$ cat src/hdl/per_warp_instruction_buffer_top_defines.svh
// Assertion macros shared by the per-warp instruction buffer RTL.
// Depends on nothing; included by the modules that carry assertions.
`ifndef PER_WARP_INSTRUCTION_BUFFER_TOP_DEFINES_SVH
`define PER_WARP_INSTRUCTION_BUFFER_TOP_DEFINES_SVH

// Same-cycle implication, checked outside reset.
`define PWIB_ASSERT_NOW(lbl, clk, rst_n, ante, cons) \
    lbl: assert property (@(posedge clk) disable iff (!rst_n) (ante) |-> (cons)) \
        else $error("%m: same-cycle check failed");

// Next-cycle implication, checked outside reset.
`define PWIB_ASSERT_NEXT(lbl, clk, rst_n, ante, cons) \
    lbl: assert property (@(posedge clk) disable iff (!rst_n) (ante) |=> (cons)) \
        else $error("%m: next-cycle check failed");

`endif

$ cat src/hdl/pwib_pkg.sv
// Shared types and constants of the per-warp instruction buffer.
// Depends on nothing; used by every module of the block.
package pwib_pkg;

    localparam int DEF_WARPS      = 4;
    localparam int DEF_DEPTH      = 2;
    localparam int DEF_INSTR_BITS = 64;

    localparam int OPCODE_W = 2;
    localparam int WARP_ID_W = 2;
    localparam int WORD_W = 64;
    localparam int ACTIVE_W = 3;

    localparam logic [OPCODE_W-1:0] OP_IDLE       = 2'd0;
    localparam logic [OPCODE_W-1:0] OP_WRITE      = 2'd1;
    localparam logic [OPCODE_W-1:0] OP_READ       = 2'd2;
    localparam logic [OPCODE_W-1:0] OP_WRITE_READ = 2'd3;

    // Control fields of the item held in the input register.
    typedef struct packed {
        logic                 valid;
        logic [OPCODE_W-1:0]  opcode;
        logic [WARP_ID_W-1:0] warp_id;
    } pwib_issue_t;

endpackage

$ cat src/hdl/pwib_entry_ram.sv
// Instruction entry store: one write port, one registered read port.
// Depends on pwib_pkg for default sizes.
module pwib_entry_ram
    import pwib_pkg::*;
#(
    parameter int ENTRIES = DEF_WARPS * DEF_DEPTH,
    parameter int DW      = DEF_INSTR_BITS,
    parameter int AW      = $clog2(ENTRIES)
)
(
    input  logic          clk,
    input  logic          we,
    input  logic [AW-1:0] waddr,
    input  logic [DW-1:0] wdata,
    input  logic [AW-1:0] raddr,
    output logic [DW-1:0] rdata
);

    logic [DW-1:0] mem [ENTRIES];
    logic [DW-1:0] rdata_reg;

    always_ff @(posedge clk)
    begin
        if (we)
        begin
            mem[waddr] <= wdata;
        end
    end

    // A read of the entry written at the same edge returns the new word.
    always_ff @(posedge clk)
    begin
        if (we && (waddr == raddr))
        begin
            rdata_reg <= wdata;
        end
        else
        begin
            rdata_reg <= mem[raddr];
        end
    end

    assign rdata = rdata_reg;

endmodule

$ cat src/hdl/pwib_ctrl.sv
// Per-warp fill and head tracking, bypass selection and the result register.
// Depends on pwib_pkg and the assertion macro header.
`include "per_warp_instruction_buffer_top_defines.svh"
module pwib_ctrl
    import pwib_pkg::*;
#(
    parameter int WARPS      = DEF_WARPS,
    parameter int DEPTH      = DEF_DEPTH,
    parameter int INSTR_BITS = DEF_INSTR_BITS,
    parameter int AW         = $clog2(WARPS * DEPTH)
)
(
    input  logic                  clk,
    input  logic                  rst_n,
    input  pwib_issue_t           issue,
    input  logic [INSTR_BITS-1:0] issue_word,
    input  logic [WARP_ID_W-1:0]  la_warp,
    output logic                  ram_we,
    output logic [AW-1:0]         ram_waddr,
    output logic [INSTR_BITS-1:0] ram_wdata,
    output logic [AW-1:0]         ram_raddr,
    input  logic [INSTR_BITS-1:0] ram_rdata,
    output logic                  done,
    output logic [WORD_W-1:0]     instr_out,
    output logic                  warp_full,
    output logic                  warp_empty,
    output logic [ACTIVE_W-1:0]   active_warps,
    output logic                  write_dropped
);

    localparam int IDX_W = (WARPS > 1) ? $clog2(WARPS) : 1;
    localparam int FW    = $clog2(DEPTH + 1);
    localparam int HW    = $clog2(DEPTH);
    localparam int TW    = FW + 1;
    localparam int CW    = $clog2(WARPS + 1);

    logic [FW-1:0] fill_reg [WARPS];
    logic [HW-1:0] head_reg [WARPS];
    logic [CW-1:0] count_reg;
    logic [INSTR_BITS-1:0] hold_reg;
    logic done_reg;
    logic full_reg;
    logic empty_reg;
    logic dropped_reg;

    logic [IDX_W-1:0] idx;
    logic warp_ok;
    logic [FW-1:0] fill;
    logic [HW-1:0] head;
    logic was_empty;
    logic was_full;
    logic wr;
    logic rd;
    logic pass_through;
    logic pop;
    logic push;
    logic [FW-1:0] fill_after_pop;
    logic [TW-1:0] tail_sum;
    logic [HW-1:0] tail;
    logic [FW-1:0] fill_next;
    logic [HW-1:0] head_next;
    logic [CW-1:0] count_next;
    logic [INSTR_BITS-1:0] hold_next;
    logic full_next;
    logic empty_next;
    logic dropped_next;

    logic [IDX_W-1:0] la_idx;
    logic la_ok;
    logic [HW-1:0] la_head;

    always_comb
    begin
        idx = IDX_W'(issue.warp_id);
        warp_ok = (32'(issue.warp_id) < WARPS);
        fill = warp_ok ? fill_reg[idx] : '0;
        head = warp_ok ? head_reg[idx] : '0;
        was_empty = (fill == '0);
        was_full = (fill >= FW'(DEPTH));
        wr = issue.valid && warp_ok &&
             ((issue.opcode == OP_WRITE) || (issue.opcode == OP_WRITE_READ));
        rd = issue.valid && warp_ok &&
             ((issue.opcode == OP_READ) || (issue.opcode == OP_WRITE_READ));

        // A write and read of an empty warp hands the word straight out.
        pass_through = wr && rd && was_empty;
        pop = rd && !was_empty;
        push = wr && !was_full && !pass_through;
        dropped_next = wr && was_full;

        if (pop)
        begin
            head_next = (head == HW'(DEPTH - 1)) ? '0 : head + 1'b1;
        end
        else
        begin
            head_next = head;
        end
        fill_after_pop = fill - FW'(pop);

        // The tail sits below twice the depth, so one subtract wraps it.
        tail_sum = TW'(head_next) + TW'(fill_after_pop);
        if (tail_sum >= TW'(DEPTH))
        begin
            tail = HW'(tail_sum - TW'(DEPTH));
        end
        else
        begin
            tail = HW'(tail_sum);
        end
        fill_next = fill_after_pop + FW'(push);

        if (pop)
        begin
            hold_next = ram_rdata;
        end
        else if (pass_through || (push && was_empty))
        begin
            hold_next = issue_word;
        end
        else
        begin
            hold_next = hold_reg;
        end

        count_next = count_reg;
        if (issue.valid && warp_ok)
        begin
            if (was_empty && (fill_next != '0))
            begin
                count_next = count_reg + 1'b1;
            end
            else if (!was_empty && (fill_next == '0) && (count_reg != '0))
            begin
                count_next = count_reg - 1'b1;
            end
        end

        full_next = warp_ok && (fill_next >= FW'(DEPTH));
        empty_next = !warp_ok || (fill_next == '0);
    end

    assign ram_we = push;
    assign ram_waddr = AW'(AW'(idx) * AW'(DEPTH) + AW'(tail));
    assign ram_wdata = issue_word;

    // Read address for the next item, taking the head that the item now in
    // flight leaves behind when both address the same warp.
    always_comb
    begin
        la_idx = IDX_W'(la_warp);
        la_ok = (32'(la_warp) < WARPS);
        if (issue.valid && warp_ok && (issue.warp_id == la_warp))
        begin
            la_head = head_next;
        end
        else if (la_ok)
        begin
            la_head = head_reg[la_idx];
        end
        else
        begin
            la_head = '0;
        end
    end

    assign ram_raddr = AW'(AW'(la_idx) * AW'(DEPTH) + AW'(la_head));

    always_ff @(posedge clk or negedge rst_n)
    begin
        if (!rst_n)
        begin
            for (int i = 0; i < WARPS; i++)
            begin
                fill_reg[i] <= '0;
                head_reg[i] <= '0;
            end
            count_reg <= '0;
            hold_reg <= '0;
            done_reg <= 1'b0;
        end
        else
        begin
            done_reg <= issue.valid;
            if (issue.valid)
            begin
                hold_reg <= hold_next;
                count_reg <= count_next;
                if (warp_ok)
                begin
                    fill_reg[idx] <= fill_next;
                    head_reg[idx] <= head_next;
                end
            end
        end
    end

    always_ff @(posedge clk)
    begin
        if (issue.valid)
        begin
            full_reg <= full_next;
            empty_reg <= empty_next;
            dropped_reg <= dropped_next;
        end
    end

    assign done = done_reg;
    assign instr_out = WORD_W'(hold_reg);
    assign warp_full = full_reg;
    assign warp_empty = empty_reg;
    assign active_warps = ACTIVE_W'(count_reg);
    assign write_dropped = dropped_reg;

    `PWIB_ASSERT_NEXT(a_done_follows_issue, clk, rst_n, issue.valid, done_reg)
    `PWIB_ASSERT_NEXT(a_hold_when_no_issue, clk, rst_n, !issue.valid, $stable(hold_reg))
    `PWIB_ASSERT_NOW(a_flags_exclusive, clk, rst_n, done_reg, !(full_reg && empty_reg))
    `PWIB_ASSERT_NOW(a_drop_not_empty, clk, rst_n, done_reg && dropped_reg, !empty_reg)
    `PWIB_ASSERT_NOW(a_count_bound, clk, rst_n, 1'b1, 32'(count_reg) <= WARPS)

endmodule

$ cat src/hdl/per_warp_instruction_buffer_top.sv
// Top level of the per-warp instruction buffer: input register, control and entry store.
// Depends on pwib_pkg, pwib_ctrl and pwib_entry_ram.
//
// Usage: the decode stage presents opcode, warp_id and instr_in with start
// high; the transfer completes at any rising edge where start is high and
// busy is low. busy is held low, so one transfer can complete every cycle.
// Each accepted item yields exactly one result. At the clock edge after
// the input transfer, done rises for one cycle while instr_out, warp_full,
// warp_empty, active_warps and write_dropped carry that item's result, and the
// result transfer completes at the edge that ends that cycle. The issue stage
// must take it in that cycle; it cannot stall the block.
// An item passes the input register, then the result register; throughput
// is one item per cycle. A read address for the entry store is formed as an
// item enters, using the head pointer that the item ahead of it leaves, so
// back-to-back items on the same warp see each other's updates.
// instr_out holds its value between items and after items that neither pop,
// pass a word through nor write an empty warp. Reset clears every fill count,
// head pointer, the non-empty warp count and instr_out; the entry store is not
// cleared and needs no clearing pass, since only written entries are ever read.
module per_warp_instruction_buffer_top
    import pwib_pkg::*;
#(
    parameter int WARPS      = DEF_WARPS,
    parameter int DEPTH      = DEF_DEPTH,
    parameter int INSTR_BITS = DEF_INSTR_BITS
)
(
    input  logic                 clk,
    input  logic                 rst_n,
    input  logic                 start,
    output logic                 busy,
    input  logic [OPCODE_W-1:0]  opcode,
    input  logic [WARP_ID_W-1:0] warp_id,
    input  logic [WORD_W-1:0]    instr_in,
    output logic                 done,
    output logic [WORD_W-1:0]    instr_out,
    output logic                 warp_full,
    output logic                 warp_empty,
    output logic [ACTIVE_W-1:0]  active_warps,
    output logic                 write_dropped
);

    localparam int ENTRIES = WARPS * DEPTH;
    localparam int AW      = $clog2(ENTRIES);

    // Input register: control fields and the kept part of the word.
    logic valid_reg;
    logic [OPCODE_W-1:0] opcode_reg;
    logic [WARP_ID_W-1:0] warp_id_reg;
    logic [INSTR_BITS-1:0] word_reg;
    pwib_issue_t issue;

    logic accept;
    logic ram_we;
    logic [AW-1:0] ram_waddr;
    logic [INSTR_BITS-1:0] ram_wdata;
    logic [AW-1:0] ram_raddr;
    logic [INSTR_BITS-1:0] ram_rdata;

    // The block never refuses an item.
    assign busy = 1'b0;
    assign accept = start && !busy;

    always_ff @(posedge clk or negedge rst_n)
    begin
        if (!rst_n)
        begin
            valid_reg <= 1'b0;
        end
        else
        begin
            valid_reg <= accept;
        end
    end

    // Payload fields carry no reset; they are used only while valid is set.
    always_ff @(posedge clk)
    begin
        if (accept)
        begin
            opcode_reg <= opcode;
            warp_id_reg <= warp_id;
            word_reg <= instr_in[INSTR_BITS-1:0];
        end
    end

    assign issue = '{valid: valid_reg, opcode: opcode_reg, warp_id: warp_id_reg};

    pwib_ctrl #(
        .WARPS      (WARPS),
        .DEPTH      (DEPTH),
        .INSTR_BITS (INSTR_BITS),
        .AW         (AW)
    ) u_ctrl (
        .clk           (clk),
        .rst_n         (rst_n),
        .issue         (issue),
        .issue_word    (word_reg),
        .la_warp       (warp_id),
        .ram_we        (ram_we),
        .ram_waddr     (ram_waddr),
        .ram_wdata     (ram_wdata),
        .ram_raddr     (ram_raddr),
        .ram_rdata     (ram_rdata),
        .done          (done),
        .instr_out     (instr_out),
        .warp_full     (warp_full),
        .warp_empty    (warp_empty),
        .active_warps  (active_warps),
        .write_dropped (write_dropped)
    );

    pwib_entry_ram #(
        .ENTRIES (ENTRIES),
        .DW      (INSTR_BITS),
        .AW      (AW)
    ) u_entry_ram (
        .clk   (clk),
        .we    (ram_we),
        .waddr (ram_waddr),
        .wdata (ram_wdata),
        .raddr (ram_raddr),
        .rdata (ram_rdata)
    );

endmodule
$ cat config.mk
export PLATFORM = sky130hd
export DESIGN_NAME = per_warp_instruction_buffer_top
export DESIGN_NICKNAME = d
export VERILOG_FILES = /design/src/hdl/pwib_pkg.sv /design/src/hdl/pwib_entry_ram.sv /design/src/hdl/pwib_ctrl.sv /design/src/hdl/per_warp_instruction_buffer_top.sv
export VERILOG_INCLUDE_DIRS = /design/src /design/src/hdl
export SDC_FILE = /design/constraint.sdc
export NUM_CORES = 1
export LEC_CHECK = 0
export ABC_AREA = 1
export BUFFER_PORTS_ARGS = -buffer_cell sky130_fd_sc_hd__buf_2
export CAP_MARGIN = 25
export CELL_PAD_IN_SITES_DETAIL_PLACEMENT = 0
export CELL_PAD_IN_SITES_GLOBAL_PLACEMENT = 2
export CORE_ASPECT_RATIO = 1.5
export CORE_UTILIZATION = 38
export CTS_CLUSTER_SIZE = 28
export DETAILED_ROUTE_END_ITERATION = 10
export GPL_ROUTABILITY_DRIVEN = 0
export PLACE_DENSITY_LB_ADDON = 0.1
export SYNTH_ARGS = -nofsm -noshare
export SYNTH_HDL_FRONTEND = slang
export SYNTH_SLANG_ARGS = --single-unit
$ cat constraint.sdc
create_clock -name clk -period 4.4 [get_ports clk]
set_clock_uncertainty 0.1 [all_clocks]
set_input_delay 0.88 -clock clk [delete_from_list [all_inputs] [get_ports clk]]
set_output_delay 0.88 -clock clk [all_outputs]
set_load 0.05 [all_outputs]
==> results.sh <==
export IMPL_io_pins=143
export IMPL_total_power_w=0.01768
export IMPL_yosysSeqAreaShare_pct=76.13
export IMPL_vias=15990
export IMPL_setup_viol=0
export IMPL_crit_path_cell_trace="nor2_1, nand2_1, nand2_1, nor2_4, nand2_2, nand2_4, xnor2_2, xor2_1, nor2_4, buf_12"
export IMPL_seqPwrFrac_pct=45.1
export IMPL_drcViolationCount=0
export IMPL_setup_worst_path_end_class="flop"
export IMPL_drt_wl_total_mm=66.09
export IMPL_multiInputGateArea_sq_um=5572
export IMPL_synth_top_flop_cell="edfxtp_1"
export IMPL_die_x_um=214.5
export IMPL_final_nets=2216
export IMPL_synth_edf_count=583
export IMPL_avgViaCountPerCell=5.189
export IMPL_pwr_share_comb_pct=22.0
export IMPL_worst_pin_slew_ns=1.127
export IMPL_cts_tree="done"
export IMPL_syn_inst=2027
export IMPL_grt_max_degree=257
export IMPL_power_density_nw_per_um2=595.9
export IMPL_wl_per_cell_um=21.45
export IMPL_yosysWarnings=0
export IMPL_hpwl_mm=34.99
export IMPL_clock_sinks=667
export IMPL_diodes=0
export IMPL_cts_max_level=3
export IMPL_root_buffer="clkbuf_16"
export IMPL_slowest_stage="xor2_1"
export IMPL_synth_top_area_share_pct=68.02
export IMPL_port_buffers=141
export IMPL_relSlewSlack_pct=24.87
export IMPL_die_area_sq_um=68800
export IMPL_cp_start_kind="flop"
export IMPL_area_growth_pct=15.29
export IMPL_p_sw_share_pct=32.88
export IMPL_max_freq_mhz=275.1
export IMPL_status="finished clean"
export IMPL_clk_pin_slew_worst_paths_ns=0.07
export IMPL_critPathLaunch="warp_id_reg[0]"
export IMPL_largest_reg_flops=512
export IMPL_min_period_ns=3.636
export IMPL_async_flop_share_pct=12.14
export IMPL_cts_resized=0
export IMPL_grt_pass1_vias=16230
export IMPL_power_frac_clock_pct=32.8
export IMPL_ctsLongestPathBuffers=3
export IMPL_critPathMaxStageDelay_ns=0.71
export IMPL_r2r_start="warp_id_reg[0]"
export IMPL_drv_slew=0
export IMPL_path_max_fanout=53
export IMPL_regArea_sq_um=19610
export IMPL_initial_core_util_pct=38.47
export IMPL_synth_nets=2100
export IMPL_yosys_top_cells_count="edfxtp_1, nand2_1, nor2_1"
export IMPL_grt_overflow_total=0
export IMPL_leakage_nw=10.45
export IMPL_cp_arrival_ns=3.86
export IMPL_drt_iter0_drc=1053
export IMPL_clock_latency_ns=0.61
export IMPL_track_usage_pct=19.44
export IMPL_worstHoldPathType="input pin to async pin"
export IMPL_synth_top_cell_by_area="edfxtp_1"
export IMPL_cts_made_buffers=68
export IMPL_rsz0062_at_grt="false"
export IMPL_ys_seq_elements=667
export IMPL_internal_power_w=0.01187
export IMPL_antenna_found_initial=0
export IMPL_core_area_sq_um=66910
export IMPL_die_h_um=320.7
export IMPL_final_layout_size_suffix_gt1_share_pct=13.61
export IMPL_post_cts_setup_buffer_count=0
export IMPL_fillCellCount=6166
export IMPL_cts_hold_buf=0
export IMPL_synth_area_leaders="edfxtp_1, dfrtp_1, nand2_1"
export IMPL_vdd_drop_max_mv=0.3834
export IMPL_period_share_pct=82.63
export IMPL_firstDrtPassIters=5
export IMPL_synth_area_per_cell_sq_um=12.70
export IMPL_hold_slack_ns=0.06125
export IMPL_synth_cell_area_sq_um=25740
export IMPL_grt_pass1_wl_mm=100.5
export IMPL_yosys_cell_types_count=31
export IMPL_critPathRequiredTime_ns=4.62
export IMPL_finalHoldViolations=0
export IMPL_power_switching_w=0.005813
export IMPL_ant_nets=0
export IMPL_cap_violations=0
export IMPL_num_rows=116
export IMPL_synth_most_common_cell="edfxtp_1"
export IMPL_critPathKind="flop to flop"
## metrics by stage
step | setup TNS (ns) | util, % | instances | setup slack, ns | cell area [sq um]
2_1_floorplan | -173.99 | - | 2027 | -0.3398 | 25740
3_3_place_gp | 0 | 40.94 | 2956 | 0.7684 | 27390
3_5_place_dp | 0 | 41.02 | 2958 | 0.6795 | 27450
4_1_cts | 0 | 44.35 | 3082 | 0.6760 | 29670
5_1_grt | 0 | 44.35 | 3082 | 0.4368 | 29670
6_report | 0 | 44.35 | 3082 | 0.7644 | 29670
## power by group through the flow
stage	Combinational [W]	Clock (W)	Sequential, W
after floorplan	0.00180	0	0.00905
final	0.00390	0.00580	0.00798
after CTS	0.00397	0.00596	0.00800
after global routing	0.00427	0.00618	0.00806
after global placement	0.00393	0	0.00810
after detailed placement	0.00396	0	0.00812
## worst paths after layout
| check | to | slack [ns] | cells past startpoint |
|---|---|---|---|
| max | u_entry_ram.mem[3][30] | 0.76 | 10 |
| min | u_ctrl.done | 0.06 | 1 |
| max reg2reg | u_entry_ram.mem[3][30] | 0.76 | 10 |
| min reg2reg | u_ctrl.fill_reg[1] | 0.40 | 2 |
| max in group asynchronous | u_ctrl.instr_out[42] | 3.45 | 2 |
| min in group clk | word_reg[11] | 0.34 | 1 |
## placed cells by master (no fill, tap or decap), drive strengths merged, types with 2 or more instances in the layout
| master | n |
|---|---|
| o21ai | 272 |
| mux2i | 2 |
| edfxtp | 583 |
| inv | 23 |
| xnor2 | 2 |
| clkinv | 24 |
| o211ai | 2 |
| nand3 | 11 |
| a31oi | 64 |
| dfxtp | 3 |
| clkinvlp | 2 |
| buf | 175 |
| nand2 | 379 |
| clkbuf | 88 |
| nor2 | 339 |
| dfrtp | 81 |
| bufinv | 6 |
| a21oi | 5 |
| o22ai | 129 |
## critical path, delay by kind of cell, from the launching register on
kind          cells  cell delay, ns
simple gates      7            1.22
xor+xnor          2            1.11
flops             1            0.57
buf+inv           1            0.30
## area by class of cell
| cell class | count | share of cell area, % |
|---|---|---|
| flip-flops and latches | 667 | 66.07 |
| clock buffers | 88 | 6.266 |
| repair buffers | 175 | 3.643 |
| multi-input cells | 1212 | 18.78 |
| clock inverters | 36 | 1.231 |
| inverters | 19 | 0.2825 |
| well taps | 885 | 3.732 |
## metal layers
metal	share of wire, %	track usage, %	up-vias
li1	-	-	7544
met1	44	24.70	8031
met5	0	0	-
met4	2.4	6.730	0
met2	50	33.99	331
met3	3.8	2.608	87
## logic make-up after synthesis
group           synth area share, %
compound gates                10.23
xor+xnor                     0.1313
fa+ha+maj                    0.1264
buf+inv                       2.489
flops                         76.13
mux                         0.07779
other cells                 0.01457
simple gates                  10.80
(Power assumes the default switching activity.)
